==> config.mk <==
export PLATFORM = sky130hd
export DESIGN_NAME = rgbc_lane
export DESIGN_NICKNAME = d
export VERILOG_FILES = /design/src/rtl/core/rgbc_pkg.sv /design/src/rtl/core/rgbc_lane.sv
export SDC_FILE = /design/constraint.sdc
export NUM_CORES = 2
export LEC_CHECK = 0
export ABC_AREA = 0
export ABC_CLOCK_PERIOD_IN_PS = 10800
export BUFFER_PORTS_ARGS = -buffer_cell sky130_fd_sc_hd__buf_2
export CAP_MARGIN = 20
export CORE_MARGIN = 1.5
export CORE_UTILIZATION = 55
export CTS_CLUSTER_DIAMETER = 50
export DETAILED_ROUTE_END_ITERATION = 6
export PLACE_DENSITY_LB_ADDON = 0.2
export SLEW_MARGIN = 20
export SYNTH_ARGS = -nofsm -noshare
export SYNTH_HDL_FRONTEND = slang
export SYNTH_SLANG_ARGS = --single-unit
==> constraint.sdc <==
create_clock -name i_clk -period 10.8 [get_ports i_clk]
set_input_delay 0 -clock i_clk [delete_from_list [all_inputs] [get_ports i_clk]]
set_output_delay 0 -clock i_clk [all_outputs]
set_load 0.1 [all_outputs]
==> src/rtl/core/rgbc_pkg.sv <==
package rgbc_pkg;

    localparam int MAX_WIDTH_DEF  = 4096;
    localparam int FRAC_BITS_DEF  = 8;
    localparam int PIXEL_MAX      = 255;
    localparam int PIX_W          = 24;
    localparam int COEF_W         = 16;
    localparam int KROW_W         = 48;
    localparam int TAPS           = 9;
    localparam int CFG_ADDR_W     = 3;
    localparam int IMG_W_W        = 13;
    localparam int IMG_H_W        = 16;

    localparam logic [KROW_W-1:0] KERN_TOP_RST = 48'd0;
    localparam logic [KROW_W-1:0] KERN_MID_RST = 48'd16777216;
    localparam logic [KROW_W-1:0] KERN_BOT_RST = 48'd0;
    localparam logic [IMG_W_W-1:0] IMG_W_RST   = 13'd640;
    localparam logic [IMG_H_W-1:0] IMG_H_RST   = 16'd480;

    typedef enum logic [CFG_ADDR_W-1:0] {
        CFG_KERN_TOP = 3'd0,
        CFG_KERN_MID = 3'd1,
        CFG_KERN_BOT = 3'd2,
        CFG_IMG_W    = 3'd3,
        CFG_IMG_H    = 3'd4
    } t_cfg_idx;

    typedef logic [7:0]        t_chan;
    typedef logic [COEF_W-1:0] t_coef;

endpackage

==> src/rtl/core/rgbc_lane.sv <==
module rgbc_lane #(
    parameter int FRAC_BITS = 8
) (
    input  logic                i_clk,
    input  logic                i_en,
    input  rgbc_pkg::t_chan     i_px   [rgbc_pkg::TAPS],
    input  rgbc_pkg::t_coef     i_coef [rgbc_pkg::TAPS],
    output rgbc_pkg::t_chan     o_pix
);
    import rgbc_pkg::*;

    localparam int PW = 8 + 1 + COEF_W;
    localparam int SW = PW + 4;

    logic signed [PW-1:0] r_prod [TAPS];
    logic signed [SW-1:0] sum;
    logic signed [SW-1:0] shifted;
    t_chan                n_pix;
    t_chan                r_pix;

    always_ff @(posedge i_clk) begin
        if (i_en) begin
            for (int k = 0; k < TAPS; k++) begin
                r_prod[k] <= PW'($signed({1'b0, i_px[k]}) * $signed(i_coef[k]));
            end
        end
    end

    always_comb begin
        sum = '0;
        for (int k = 0; k < TAPS; k++) begin
            sum = sum + SW'(r_prod[k]);
        end
        shifted = sum >>> FRAC_BITS;
        if (sum < 0) begin
            n_pix = '0;
        end else if (shifted > SW'(PIXEL_MAX)) begin
            n_pix = t_chan'(PIXEL_MAX);
        end else begin
            n_pix = shifted[7:0];
        end
    end

    always_ff @(posedge i_clk) begin
        if (i_en) begin
            r_pix <= n_pix;
        end
    end

    assign o_pix = r_pix;

endmodule

==> metrics.md <==
| Metric | Value |
|---|---|
| Critical path type | flop to flop |
| Total CTS buffers | 35 |
| Row cnt | 113 |
| Clock Skew | 0.0248 ns |
| Port buffer count | 225 |
| Worst Tran Pin Value | 0.987 ns |
| Minimum clock period | 5.66 ns |
| First-pass GRT wire length | 201000 um |
| RSZ-0062 raised after global routing | false |
| Layout cell share with drive strength beyond 1 | 5.27% |
| Layout Nets | 7479 |
| Ys flop type | edfxtp_1 |
| Drt pass-1 iters | 5 |
| Synth Area in Compound Gates | 4.66% |
| Total track usage | 25.8% |
| Worst EP required | 11.06 ns |
| Fill count | 8319 |
| CP Data Arrival Time | 5.92 ns |
| Largest net degree at the start of global routing | 85 |
| Fin Hold WS | 0.0229 ns |
| Initial antenna violation count | 9 |
| HP Class | primary input to flop |
| Average size of a mapped cell | 9.65 sq um |
| Area Growth Syn to Fin | 7.00% |
| Rel. slew slack | 34.2% |
| Path depth of the worst reg2reg path | 15 |
| Fmax | 177 MHz |
| Max Cap Violations | 0 |
| CP dominant cell by count | fa_1 |
| Slowest CP cell | fa_1 |
| Core ar. | 95300 sq um |
| Synthesized-area fraction occupied by xor and xnor cells | 3.24% |
| Sequential area share after synthesis | 13.2% |
| GRT overflow | 0 |
| Worst skew pair latency | 0.54 ns |
| Post-synth EDFFs | 233 |
| Final setup violation count | 0 |
| GRT Max-Usage Layer | met2 |
| Fin. Hold Viols | 0 |
| Fraction of registers with async set/reset | 0% |
| Vias in the first global route | 38773 |
| Root buffer cell | clkbuf_16 |
| Slew Viols, Final | 0 |
| H-tree levels | 2 |
| GRT met3 Usage | 2.59% |
| Ys Warns | 0 |
| Worst path max stage delay | 0.60 ns |
| Initial Util | 55.6% |
| CTS tree | done |
| Synth Register Bits | 233 |
| Clock-pin slew on the worst setup and hold paths | 0.06 ns |
| Antenna Nets Post-Route | 0 |
| Vias per cell | 5.16 |
| Multiplexer share of the synthesized area | 0.0567% |
| R2R Path End | o_pix[3] |
| Number of DRC markers in iteration 0 | 1881 |
| R2r startpoint | r_prod[0][155] |
| Final worst path period share | 52.4% |
| Die ar. | 98200 sq um |
| Most common cell after layout, fill and taps aside | inv_1 |
| Area share of and/or/nand/nor cells after synthesis | 15.3% |
| Final WL | 120000 um |
| Hold Path Origin | i_coef[81] |
| Setup crit end kind | flop |
| CP max FO | 8 |
| Post-Synthesis Cell Area | 53000 sq um |
| Synth unique cells | 62 |
| Combinational family with the most area after synthesis | adder cells |
| Met1 Use GR | 33.2% |
| Syn Nets | 7279 |
| Outcome | complete, no violations |
| Most frequent cells in the layout | inv_1, fa_1, and2_1, nand2_1, ha_1 |
| Maximum root-to-sink buffer count | 3 |
| Adder-Cell Fraction of Synth Area | 52.6% |
| Die H | 313 um |
| Via count | 36040 |
| DR WL/cell | 17.2 um |
| Post-CTS resize count | 0 |
| DRC viols | 0 |
| Clock sinks | 233 |
| DPL Wire Length | 103000 um |
| Die X | 313 um |
| CP cell instances | fa_1 -> fa_1 -> fa_1 -> fa_1 -> ha_1 -> a21o_1 -> a2111o_1 -> o211ai_2 -> o211a_4 -> o21ai_2 -> a211o_1 -> a2111oi_4 -> nand4_2 -> nor4_4 -> a21oi_1 |
| Post-route setup TNS | 0 ns |
| WHS Endpoint | r_prod[0][76] |
| GR Util met2 | 45.9% |
| R2R setup slack | 5.14 ns |
| Num ports | 226 |
| GPL Wtd Cong | 0.916 |
| Startpoint Class | flop |
| Hold-critical path depth | 3 |
| Syn Inst Count | 5490 |
## registers in the layout (all words and copies together) (netlist names)
signal and flops:
o_pix 8, r_prod 225
## metal layers
metal | vias to the layer above | part of all wire, % | wire length (um)
met5 | - | 0.048 | 57
met4 | 10 | 3.7 | 4470
met3 | 186 | 4.2 | 5080
met2 | 785 | 51 | 61100
met1 | 18219 | 41 | 49100
li1 | 16840 | - | -
## final cells by class
| cell class | count | area [sq um] | share of cell area [%] |
|---|---|---|---|
| Clock buffer | 40 | 916 | 1.61 |
| Timing Repair Buffer | 235 | 1230 | 2.17 |
| Tap cell | 1265 | 1580 | 2.79 |
| Sequential cell | 233 | 7000 | 12.3 |
| Antenna cell | 2 | 5.00 | 0.00882 |
| Inverter | 1472 | 5530 | 9.74 |
| Clock inverter | 22 | 248 | 0.437 |
| Multi-Input combinational cell | 3713 | 40200 | 70.9 |
## cell families (layout without fill, tap and decap cells)
kind of cell,count (synthesis),count (layout)
buffers and inverters,1544,1769
adder cells (fa/ha/maj),1571,1571
flip-flops,233,233
other,0,2
XOR/XNOR,196,196
AND/OR/NAND/NOR,1560,1560
AO/OA/AOI/OAI,383,383
multiplexers,3,3
## timing repair
| action | in CTS | in global routing |
|---|---|---|
| hold endpoints to repair | 19 | 0 |
| buffers inserted | 0 | 0 |
| hold buffers | 8 | 0 |
## synthesized netlist by cell type (all sizes together) (18+ instances only)
library cell | number | share of area (%)
ha | 476 | 11
nor2b | 37 | 0.44
nand2b | 18 | 0.21
nand2 | 502 | 3.6
and2 | 717 | 8.5
a21o | 30 | 0.42
fa | 1095 | 41
nor3 | 45 | 0.42
xor2 | 38 | 0.63
inv | 1472 | 10
nand3 | 39 | 0.37
o21ai | 79 | 0.75
o21a | 19 | 0.27
clkbuf | 72 | 0.51
xnor2 | 158 | 2.6
edfxtp | 233 | 13
a21oi | 129 | 1.2
or3 | 28 | 0.33
nor2 | 127 | 0.90
## worst max-delay path by stage
stage,endpoint,depth (start not counted),slack (ns),from
5_1_grt,o_pix[4],17,4.87,r_prod[0][153]
2_1_floorplan,o_pix[3],15,5.51,r_prod[0][155]
6_report,o_pix[3],15,5.14,r_prod[0][155]
3_3_place_gp,o_pix[3],17,5.27,r_prod[0][153]
4_1_cts,o_pix[3],17,5.15,r_prod[0][153]
3_5_place_dp,o_pix[3],17,5.16,r_prod[0][153]
## metrics by stage
stage | instance area [sq um] | instances | setup WS (ns) | util [%]
after CTS | 56700 | 6980 | 5.15 | 59.5
after global routing | 56700 | 6982 | 4.87 | 59.5
after floorplan | 53000 | 5490 | 5.51 | -
final | 56700 | 6982 | 5.14 | 59.5
after global placement | 55500 | 6910 | 5.27 | 58.2
after detailed placement | 55500 | 6910 | 5.16 | 58.2
## critical path: cells and delay by family (launching register included)
family,cells,cell delay [ns]
simple gates,2,0.62
fa+ha+maj,5,2.36
compound gates,8,2.02
flops,1,0.39
Power is left out: the tool's default activity adds up to more than one toggle a clock period on the data nets, which glitch-free logic cannot reach.
